--- config.mk ---
export PLATFORM = sky130hd
export DESIGN_NAME = lifo_stack_with_dump
export DESIGN_NICKNAME = d
export VERILOG_FILES = /design/src/rtl/lsd_pkg.sv /design/src/rtl/lsd_dpath.sv /design/src/rtl/lsd_ctrl.sv /design/src/rtl/lifo_stack_with_dump.sv
export SDC_FILE = /design/constraint.sdc
export NUM_CORES = 1
export LEC_CHECK = 0
export ABC_AREA = 1
export BUFFER_PORTS_ARGS = -buffer_cell sky130_fd_sc_hd__buf_2
export CAP_MARGIN = 20
export CELL_PAD_IN_SITES_DETAIL_PLACEMENT = 0
export CELL_PAD_IN_SITES_GLOBAL_PLACEMENT = 2
export CORE_MARGIN = 2
export CORE_UTILIZATION = 41
export DETAILED_ROUTE_END_ITERATION = 8
export GPL_ROUTABILITY_DRIVEN = 0
export HOLD_SLACK_MARGIN = 0.1
export PLACE_DENSITY = 0.84
export SYNTH_ARGS = -nofsm -noshare
export SYNTH_HDL_FRONTEND = slang
export SYNTH_SLANG_ARGS = --single-unit
--- constraint.sdc ---
create_clock -name clk -period 4.78 [get_ports clk]
set_input_delay 0.956 -clock clk [delete_from_list [all_inputs] [get_ports clk]]
set_output_delay 0.956 -clock clk [all_outputs]
set_load 0.005 [all_outputs]
--- src/rtl/lsd_pkg.sv ---
// lifo stack with dump: shared types and constants
// used by lsd_ctrl, lsd_dpath and lifo_stack_with_dump
package lsd_pkg;

  localparam int DEPTH = 8;
  localparam int AW    = (DEPTH > 1) ? $clog2(DEPTH) : 1;
  localparam int CW    = $clog2(DEPTH + 1);
  localparam int DW    = 32;

  typedef enum logic [1:0] {
    OP_PUSH = 2'd0,
    OP_POP  = 2'd1,
    OP_DUMP = 2'd2
  } op_t;

  typedef enum logic [1:0] {
    ST_OK    = 2'd0,
    ST_FULL  = 2'd1,
    ST_EMPTY = 2'd2
  } status_t;

  typedef enum logic [1:0] {
    SRC_PUSH,
    SRC_MEM,
    SRC_ZERO
  } src_t;

  typedef enum logic [1:0] {
    S_IDLE,
    S_READ,
    S_OUT
  } state_t;

  typedef struct packed {
    logic    wr;
    logic    inc;
    logic    dec;
    logic    rd_start;
    logic    rd_next;
    logic    load_out;
    src_t    out_src;
    status_t out_status;
    logic    out_last;
  } cmd_t;

  typedef struct packed {
    logic empty;
    logic full;
    logic ptr_zero;
  } stat_t;

endpackage

--- src/rtl/lsd_dpath.sv ---
// lifo stack with dump: entry memory, entry count, read pointer and output word register
// depends on lsd_pkg
module lsd_dpath import lsd_pkg::*; (
  input  logic                 clk,
  input  logic                 rst_n,
  input  cmd_t                 cmd,
  input  logic signed [DW-1:0] push_value,
  output stat_t                stat,
  output logic signed [DW-1:0] data_value,
  output status_t              status,
  output logic                 now_empty,
  output logic                 now_full,
  output logic                 last_of_run
);

  logic [DW-1:0] mem [DEPTH];
  logic [DW-1:0] rdata_r;
  logic [CW-1:0] count_r, count_nxt;
  logic [AW-1:0] ptr_r, ptr_nxt;
  logic [CW-1:0] count_m1;
  logic [AW-1:0] rd_addr;
  logic [DW-1:0] out_data_nxt;

  logic signed [DW-1:0] out_data_r;
  status_t              out_status_r;
  logic                 out_empty_r;
  logic                 out_full_r;
  logic                 out_last_r;

  assign count_m1 = count_r - CW'(1);

  always_comb begin
    count_nxt = count_r;
    if (cmd.inc) begin
      count_nxt = count_r + CW'(1);
    end else if (cmd.dec) begin
      count_nxt = count_m1;
    end
    ptr_nxt = ptr_r;
    rd_addr = ptr_r - AW'(1);
    if (cmd.rd_start) begin
      rd_addr = count_m1[AW-1:0];
      ptr_nxt = count_m1[AW-1:0];
    end else if (cmd.rd_next) begin
      ptr_nxt = rd_addr;
    end
    case (cmd.out_src)
      SRC_PUSH: out_data_nxt = push_value;
      SRC_MEM:  out_data_nxt = rdata_r;
      default:  out_data_nxt = '0;
    endcase
  end

  always_ff @(posedge clk) begin
    if (cmd.wr) begin
      mem[count_r[AW-1:0]] <= push_value;
    end
    if (cmd.rd_start || cmd.rd_next) begin
      rdata_r <= mem[rd_addr];
    end
  end

  always_ff @(posedge clk) begin
    if (!rst_n) begin
      count_r <= '0;
    end else begin
      count_r <= count_nxt;
    end
  end

  always_ff @(posedge clk) begin
    ptr_r <= ptr_nxt;
    if (cmd.load_out) begin
      out_data_r   <= out_data_nxt;
      out_status_r <= cmd.out_status;
      out_empty_r  <= (count_nxt == '0);
      out_full_r   <= (count_nxt == CW'(DEPTH));
      out_last_r   <= cmd.out_last;
    end
  end

  assign stat.empty    = (count_r == '0);
  assign stat.full     = (count_r == CW'(DEPTH));
  assign stat.ptr_zero = (ptr_r == '0);

  assign data_value  = out_data_r;
  assign status      = out_status_r;
  assign now_empty   = out_empty_r;
  assign now_full    = out_full_r;
  assign last_of_run = out_last_r;

endmodule

--- src/rtl/lsd_ctrl.sv ---
// lifo stack with dump: operation sequencer driving the datapath
// depends on lsd_pkg
module lsd_ctrl import lsd_pkg::*; (
  input  logic       clk,
  input  logic       rst_n,
  input  logic       in_valid,
  input  logic [1:0] in_op,
  output logic       in_ready,
  output logic       out_valid,
  input  logic       out_ready,
  input  logic       out_last,
  input  stat_t      stat,
  output cmd_t       cmd
);

  state_t state_r, state_nxt;
  logic   dump_r, dump_nxt;

  always_ff @(posedge clk) begin
    if (!rst_n) begin
      state_r <= S_IDLE;
      dump_r  <= 1'b0;
    end else begin
      state_r <= state_nxt;
      dump_r  <= dump_nxt;
    end
  end

  always_comb begin
    state_nxt      = state_r;
    dump_nxt       = dump_r;
    in_ready       = 1'b0;
    out_valid      = 1'b0;
    cmd            = '0;
    cmd.out_src    = SRC_ZERO;
    cmd.out_status = ST_OK;
    case (state_r)
      S_IDLE: begin
        in_ready = rst_n;
        if (in_valid) begin
          case (op_t'(in_op))
            OP_PUSH: begin
              cmd.load_out = 1'b1;
              cmd.out_last = 1'b1;
              state_nxt    = S_OUT;
              if (stat.full) begin
                cmd.out_status = ST_FULL;
              end else begin
                cmd.wr      = 1'b1;
                cmd.inc     = 1'b1;
                cmd.out_src = SRC_PUSH;
              end
            end
            OP_POP, OP_DUMP: begin
              dump_nxt = (op_t'(in_op) == OP_DUMP);
              if (stat.empty) begin
                cmd.load_out   = 1'b1;
                cmd.out_last   = 1'b1;
                cmd.out_status = ST_EMPTY;
                state_nxt      = S_OUT;
              end else begin
                cmd.rd_start = 1'b1;
                cmd.dec      = (op_t'(in_op) == OP_POP);
                state_nxt    = S_READ;
              end
            end
            default: begin
              state_nxt = S_IDLE;
            end
          endcase
        end
      end
      S_READ: begin
        cmd.load_out = 1'b1;
        cmd.out_src  = SRC_MEM;
        cmd.out_last = !dump_r || stat.ptr_zero;
        state_nxt    = S_OUT;
      end
      S_OUT: begin
        out_valid = 1'b1;
        if (out_ready) begin
          if (out_last) begin
            state_nxt = S_IDLE;
          end else begin
            cmd.rd_next = 1'b1;
            state_nxt   = S_READ;
          end
        end
      end
      default: begin
        state_nxt = S_IDLE;
      end
    endcase
  end

endmodule

--- src/rtl/lifo_stack_with_dump.sv ---
// lifo stack with dump: top level joining sequencer and datapath
// depends on lsd_pkg, lsd_ctrl, lsd_dpath
//
//   channel  dir  handshake              tdata        tuser                    tlast
//   in_      in   in_tvalid/in_tready    push_value   opcode                   -
//   out_     out  out_tvalid/out_tready  data_value   status, empty, full      last_of_run
//
// push, and pop or dump on an empty stack: result word in the cycle after acceptance
// pop: word goes via the memory read register to the output register; dump: likewise per entry
// input held off until the last word goes; opcode 3 is accepted and gives no word
// reset clears the entry count and sequencer; the entry memory needs no clearing
// a stalled output word holds in the output register and the sequencer waits
module lifo_stack_with_dump import lsd_pkg::*; (
  input  logic        clk,
  input  logic        rst_n,
  input  logic        in_tvalid,
  output logic        in_tready,
  input  logic [31:0] in_tdata,   // [31:0] push_value
  input  logic [1:0]  in_tuser,   // [1:0] opcode
  output logic        out_tvalid,
  input  logic        out_tready,
  output logic [31:0] out_tdata,  // [31:0] data_value
  output logic [3:0]  out_tuser,  // [1:0] status, [2] now_empty, [3] now_full
  output logic        out_tlast   // last_of_run
);

  cmd_t    cmd;
  stat_t   stat;
  status_t status;
  logic    now_empty;
  logic    now_full;

  lsd_ctrl u_ctrl (
    .clk       (clk),
    .rst_n     (rst_n),
    .in_valid  (in_tvalid),
    .in_op     (in_tuser),
    .in_ready  (in_tready),
    .out_valid (out_tvalid),
    .out_ready (out_tready),
    .out_last  (out_tlast),
    .stat      (stat),
    .cmd       (cmd)
  );

  lsd_dpath u_dpath (
    .clk         (clk),
    .rst_n       (rst_n),
    .cmd         (cmd),
    .push_value  (in_tdata),
    .stat        (stat),
    .data_value  (out_tdata),
    .status      (status),
    .now_empty   (now_empty),
    .now_full    (now_full),
    .last_of_run (out_tlast)
  );

  assign out_tuser = {now_full, now_empty, status};

endmodule
After elaboration in Yosys (flattened, before gate mapping)
Memories as Yosys holds them, arrays and structs flattened. A register that Yosys moved wholly into a read port is not among the register bits.
Cells that the tools add are included.
{"block": "op_classes", "addsub": 3, "n_eq_ne": 9, "mux": 35, "reduce_logical": 14}
{"op": "$pmux W32 S2", "n": 1}
{"op": "$mux W2", "n": 9}
{"op": "$mux W4", "n": 4}
{"op": "$mux W3", "n": 4}
{"op": "$pmux W3 S2", "n": 2}
{"op": "$mux W1", "n": 10}
{"op": "$eq A4 B4 Y1 const B", "n": 2}
{"op": "$logic_not A4 Y1", "n": 2}
{"op": "$eq A2 B1 Y1 const B", "n": 3}
{"op": "$logic_not A2 Y1", "n": 3}
{"op": "$mux W6", "n": 1}
{"op": "$pmux W2 S3", "n": 1}
{"op": "$add A4 B1 Y4 const B", "n": 1}
{"op": "$eq A2 B2 Y1 const B", "n": 2}
{"op": "$ne A2 B2 Y1 const B", "n": 2}
{"op": "$pmux W1 S2", "n": 2}
{"op": "$pmux W2 S2", "n": 1}
{"op": "$reduce_and A2 Y1", "n": 2}
{"op": "$sub A4 B1 Y4 const B", "n": 1}
{"op": "$logic_not A3 Y1", "n": 1}
{"op": "$reduce_and A3 Y1", "n": 1}
{"op": "$sub A3 B1 Y3 const B", "n": 1}
{"op": "$logic_or A1 B1 Y1", "n": 2}
{"op": "$reduce_bool A2 Y1", "n": 1}
{"op": "other kinds (2)", "n": 2}
{"block": "word_totals", "ff_bits": 47, "ram_bits": 256, "elab_cells": 71, "n_memories": 1}
{"name": "u_dpath.mem", "depth": 8, "width": 32, "read_ports": 1, "rd_ports_with_merged_regs": 1, "write_ports": 1, "line_no": "lsd_dpath.sv:16", "rtl": "logic [DW-1:0] mem [DEPTH];"}

Longest topological paths before layout
{"block": "depth", "word_depth": 8, "depth_mapped": 13}

Modules after synthesis
Synthesis repeated with hierarchy kept, for this count alone.
{"block": "hier_totals", "cells_unflattened": 1444, "area_unflattened_um2": 14815.5}
{"module": "lsd_dpath", "n_inst": 1, "cells_each": 1389, "area_per_inst_um2": 14476.4, "seq_area_each_um2": 9929.5}
{"module": "lsd_ctrl", "n_inst": 1, "cells_each": 53, "area_per_inst_um2": 324.1, "seq_area_each_um2": 60.1}
{"module": "lifo_stack_with_dump", "n_inst": 1, "cells_each": 2, "area_per_inst_um2": 15.0, "seq_area_each_um2": 0.0}

Least setup slack after synthesis
No wires, ideal clock.
{"block": "synth_path", "path_kind": "input to register", "from": "in in_tuser[0]", "to": "mem u_dpath.mem[6][0], enable pin", "arrival_ns": 3.854, "t_required_ns": 4.319, "setup_slack_ns": 0.465, "path_stages": 6, "n_path_buf": 0, "path_cell_list": "inv_1 > ha_1 > nand3_1 > inv_2 > nand2_1 > nor3_1"}
{"block": "synth_via", "elab_chain_len": 6}
{"element": "from (decl)", "line_no": "lifo_stack_with_dump.sv:19", "rtl": "input logic [1:0] in_tuser,"}
{"element": "$logic_not A2 Y1", "line_no": "lsd_ctrl.sv:41", "rtl": "case (op_t'(in_op))"}
{"element": "$mux W2", "line_no": "lsd_ctrl.sv:41"}
{"element": "$mux W4", "line_no": "lsd_ctrl.sv:40", "rtl": "if (in_valid) begin"}
{"element": "$mux W4", "line_no": "lsd_ctrl.sv:37", "rtl": "case (state_r)"}
{"element": "$mux W1", "line_no": "lsd_dpath.sv:55", "rtl": "if (cmd.wr) begin"}
{"element": "$mux W1 (implied by the code)", "line_no": "lsd_dpath.sv:56", "rtl": "mem[count_r[AW-1:0]] <= push_value;"}
{"element": "to (decl)", "line_no": "lsd_dpath.sv:16"}
No other way between the ends.

Worst setup path after layout
{"block": "layout_path", "from": "reg u_ctrl.state_r[1]", "to": "mem u_dpath.mem[5][23], enable pin"}
{"block": "layout_via", "elab_chain_len": 4}
{"element": "from (decl)", "line_no": "lsd_ctrl.sv:16", "rtl": "state_t state_r, state_nxt;"}
{"element": "from (signal assigned)", "line_no": "lsd_ctrl.sv:24", "rtl": "state_r <= state_nxt;"}
{"element": "$logic_not A2 Y1", "line_no": "lsd_ctrl.sv:37"}
{"element": "$mux W4", "line_no": "lsd_ctrl.sv:37"}
{"element": "$mux W1", "line_no": "lsd_dpath.sv:55"}
{"element": "$mux W1 (implied by the code)", "line_no": "lsd_dpath.sv:56"}
No other way between the ends.

==> impl_metrics.yaml <==
setup_path:
  critPathKind: "reg2reg"
  worst-r2r-setup-slack_ns: 1.42
  r2r_cells: 8
  start_kind: "register"
  path_max_fanout: 35
  critPathCaptureType: "register"
  cp.arrival_ns: 3.58
  cp-startpoint: "u_ctrl.state_r[1]"
  required_ns: 5.00
  regToRegEndpoint: "u_dpath.mem[5][23]"
  worstReg2RegStart: "u_ctrl.state_r[1]"
pwr:
  switching_share: 0.2437
  p_switching_mw: 1.642
  total_leakage_power_nw: 7.253
  vdd_ir_drop_max_mv: 0.2119
  power_frac_comb: 0.105
  p_per_area_nw_per_um2: 400.2
  clkPwrFrac: 0.398
  power.share.sequential: 0.497
  p_int_mw: 5.098
route:
  initialDrtViolationCount: 644
  vias: 9797
  routed_wl_mm: 36.51
  viasPerCell: 5.081
  drc_errors: 0
  drtPass1Iterations: 5
  routedWlPerCell_um: 18.94
  ant_nets: 0
clock_network:
  cts_buffers: 37
  htree_levels: 2
  root_buffer: "clkbuf_16"
  post_cts_buffers: 0
  clk_latency_ns: 0.53
  clk_pin_slew_ns: 0.06
  clk_path_buf_depth: 3
  clock_sinks: 335
  cts_resized: 0
  postCtsHoldBufs: 0
  tritoncts: "done"
sta:
  tightest_slew_ns: 1.106
  fin_ws_ns: 1.420
  tns_ns: 0
  hold_viol: 0
  rsz0062_at_grt: "no"
  clock-skew-final_ns: 0.01724
  relSlewSlack: 0.2625
  layout_min_cycle_time_ns: 3.360
  setup-violations-final: 0
  fin_crit_sh: 0.7029
  maxSlewViolCount: 0
  fmax_mhz: 297.6
global_route:
  grt.total_usage: 0.1935
  grt_max_degree: 88
  antenna_found_initial: 0
  grt_pass1_wl_mm: 56.34
  overflow: 0
  grt_pass1_vias: 9369
placement:
  port_buffers: 76
  dpl.hpwl_mm: 20.30
  place_ws_ns: 1.220
  dp.cells: 1864
die:
  fp.dieH_um: 194.2
  die_w_um: 194.2
  io_pins: 77
  num_rows: 69
  coreArea_um2: 35570
  start_util: 0.4171
  die-area_um2: 37720
synth:
  synth_edf_count: 328
  ys_top_cells_by_area: "edfxtp_1 66%, nand3_1 10%, nand2_1 7.5%, inv_1 7.0%, a32o_1 2.2%"
  synthArstFlopShare: 0
  synth-seq-cells: 335
  ys.flop_type: "edfxtp_1"
  synth_top_area_frac: 0.6639
  yosysWarnings: 0
  yosysUniqueCellTypes: 30
  ys_seq_area_frac: 0.6734
  synth_fp_nets: 1422
  yosysTopAreaCell: "edfxtp_1"
  avgSynthCellArea_um2: 10.78
  synth_cells: 1376
  syn_area_um2: 14840
layout:
  syn2layout_area_growth_pct: 13.53
  layout-drive-gt1-share: 0.1213
  fillerInstances: 3284
  final_nets: 1489
  layout_common_cells: "328 x edfxtp_1, 297 x nand3_1, 292 x nand2_1"
  n_antenna_cell: 0
  final_cells: 1928
  layout_commonest_cell: "edfxtp_1"
hold_path:
  holdPathStages: 2
  hold_start: "u_ctrl.dump_r"
  hold_end: "u_ctrl.dump_r"
  worstHoldPathType: "reg2reg"
run:
  cap_violations: 0
run_status:
  status: "finished clean"
==> metrics by stage <==
step / instance area [µm²] / hold WS (ns) / total power [mW] / util
floorplan: 14840 / 0.4483 / 3.865 / -
global placement: 15680 / 0.4900 / 4.116 / 0.4407
detailed placement: 15700 / 0.5007 / 4.125 / 0.4413
CTS: 16810 / 0.5135 / 6.802 / 0.4727
global route: 16840 / 0.5556 / 6.988 / 0.4735
finish: 16840 / 0.5153 / 6.740 / 0.4735
==> worst max-delay path, stage by stage (launching register included) <==
cell and delay, ns:
dfxtp_1 0.31, inv_2 0.65, nand2_4 0.15, nor2_1 0.17
nand3_1 0.29, inv_2 0.34, nand2_1 0.25, nor2_4 0.56
buf_4 0.31
==> layout make-up <==
class	count	area [µm²]	share of cell area
clock buffers	46	980.9	0.05824
clock inverters	17	138.9	0.008246
inverters	280	1051	0.06240
multi-input cells	686	3427	0.2035
flip-flops and latches	335	9990	0.5931
well taps	461	576.8	0.03425
repair buffers	103	678.2	0.04026
==> power by group through the flow <==
stage	clock network (mW)	logic [mW]	registers [mW]
after global placement	0	0.700	3.42
after CTS	2.74	0.712	3.36
after detailed placement	0	0.709	3.42
after global routing	2.84	0.791	3.36
after floorplan	0	0.448	3.42
final	2.68	0.704	3.35
==> cells in the mapped netlist, types with 3 or more instances <==
| library cell | n |
|---|---|
| a21oi_1 | 3 |
| a32o_1 | 32 |
| nand2_1 | 295 |
| dfxtp_1 | 7 |
| ha_1 | 8 |
| clkbuf_1 | 16 |
| inv_1 | 275 |
| edfxtp_1 | 328 |
| nor3_1 | 3 |
| buf_2 | 32 |
| buf_6 | 11 |
| nand3_1 | 298 |
| xor2_1 | 3 |
| o21ai_0 | 4 |
| buf_4 | 16 |
| nor2_1 | 26 |
| inv_2 | 4 |
| nand2_4 | 3 |
==> state kept, by name, summed over array words and instances, names as in the netlist <==
signal	cells
u_ctrl.dump_r	1
u_dpath.mem	256
u_dpath.data_value	32
u_dpath.now_full	1
u_dpath.rdata_r	32
u_dpath.count_r	4
u_dpath.last_of_run	1
u_dpath.status	2
u_ctrl.state_r	2
u_dpath.now_empty	1
u_dpath.ptr_r	3
==> layer usage <==
metal	up-vias	track usage	share of wire	wire length, µm
li1	4700	-	-	-
met1	4814	0.2699	0.46	16700
met2	239	0.3213	0.48	17520
met3	44	0.02557	0.045	1638
met4	0	0.04854	0.018	655
met5	-	0	0	0
==> cells by family after synthesis <==
kind of cell / share of synthesized area
XOR/XNOR: 0.002362
flip-flops: 0.6734
AND/OR/NAND/NOR: 0.1889
adder cells (fa/ha/maj): 0.006747
AO/OA/AOI/OAI: 0.02648
buffers and inverters: 0.1021
==> worst max path at each step <==
| stage | slack, ns | cells after the start | end |
|---|---|---|---|
| 2_1_floorplan | 0.46 | 6 | u_dpath.mem[6][0] |
| 3_3_place_gp | 1.25 | 13 | u_dpath.rdata_r[7] |
| 3_5_place_dp | 1.22 | 14 | u_dpath.rdata_r[15] |
| 4_1_cts | 1.35 | 8 | u_dpath.mem[5][31] |
| 5_1_grt | 1.21 | 8 | u_dpath.mem[5][31] |
| 6_report | 1.42 | 8 | u_dpath.mem[5][23] |
Power figures use the tool's default switching activity.
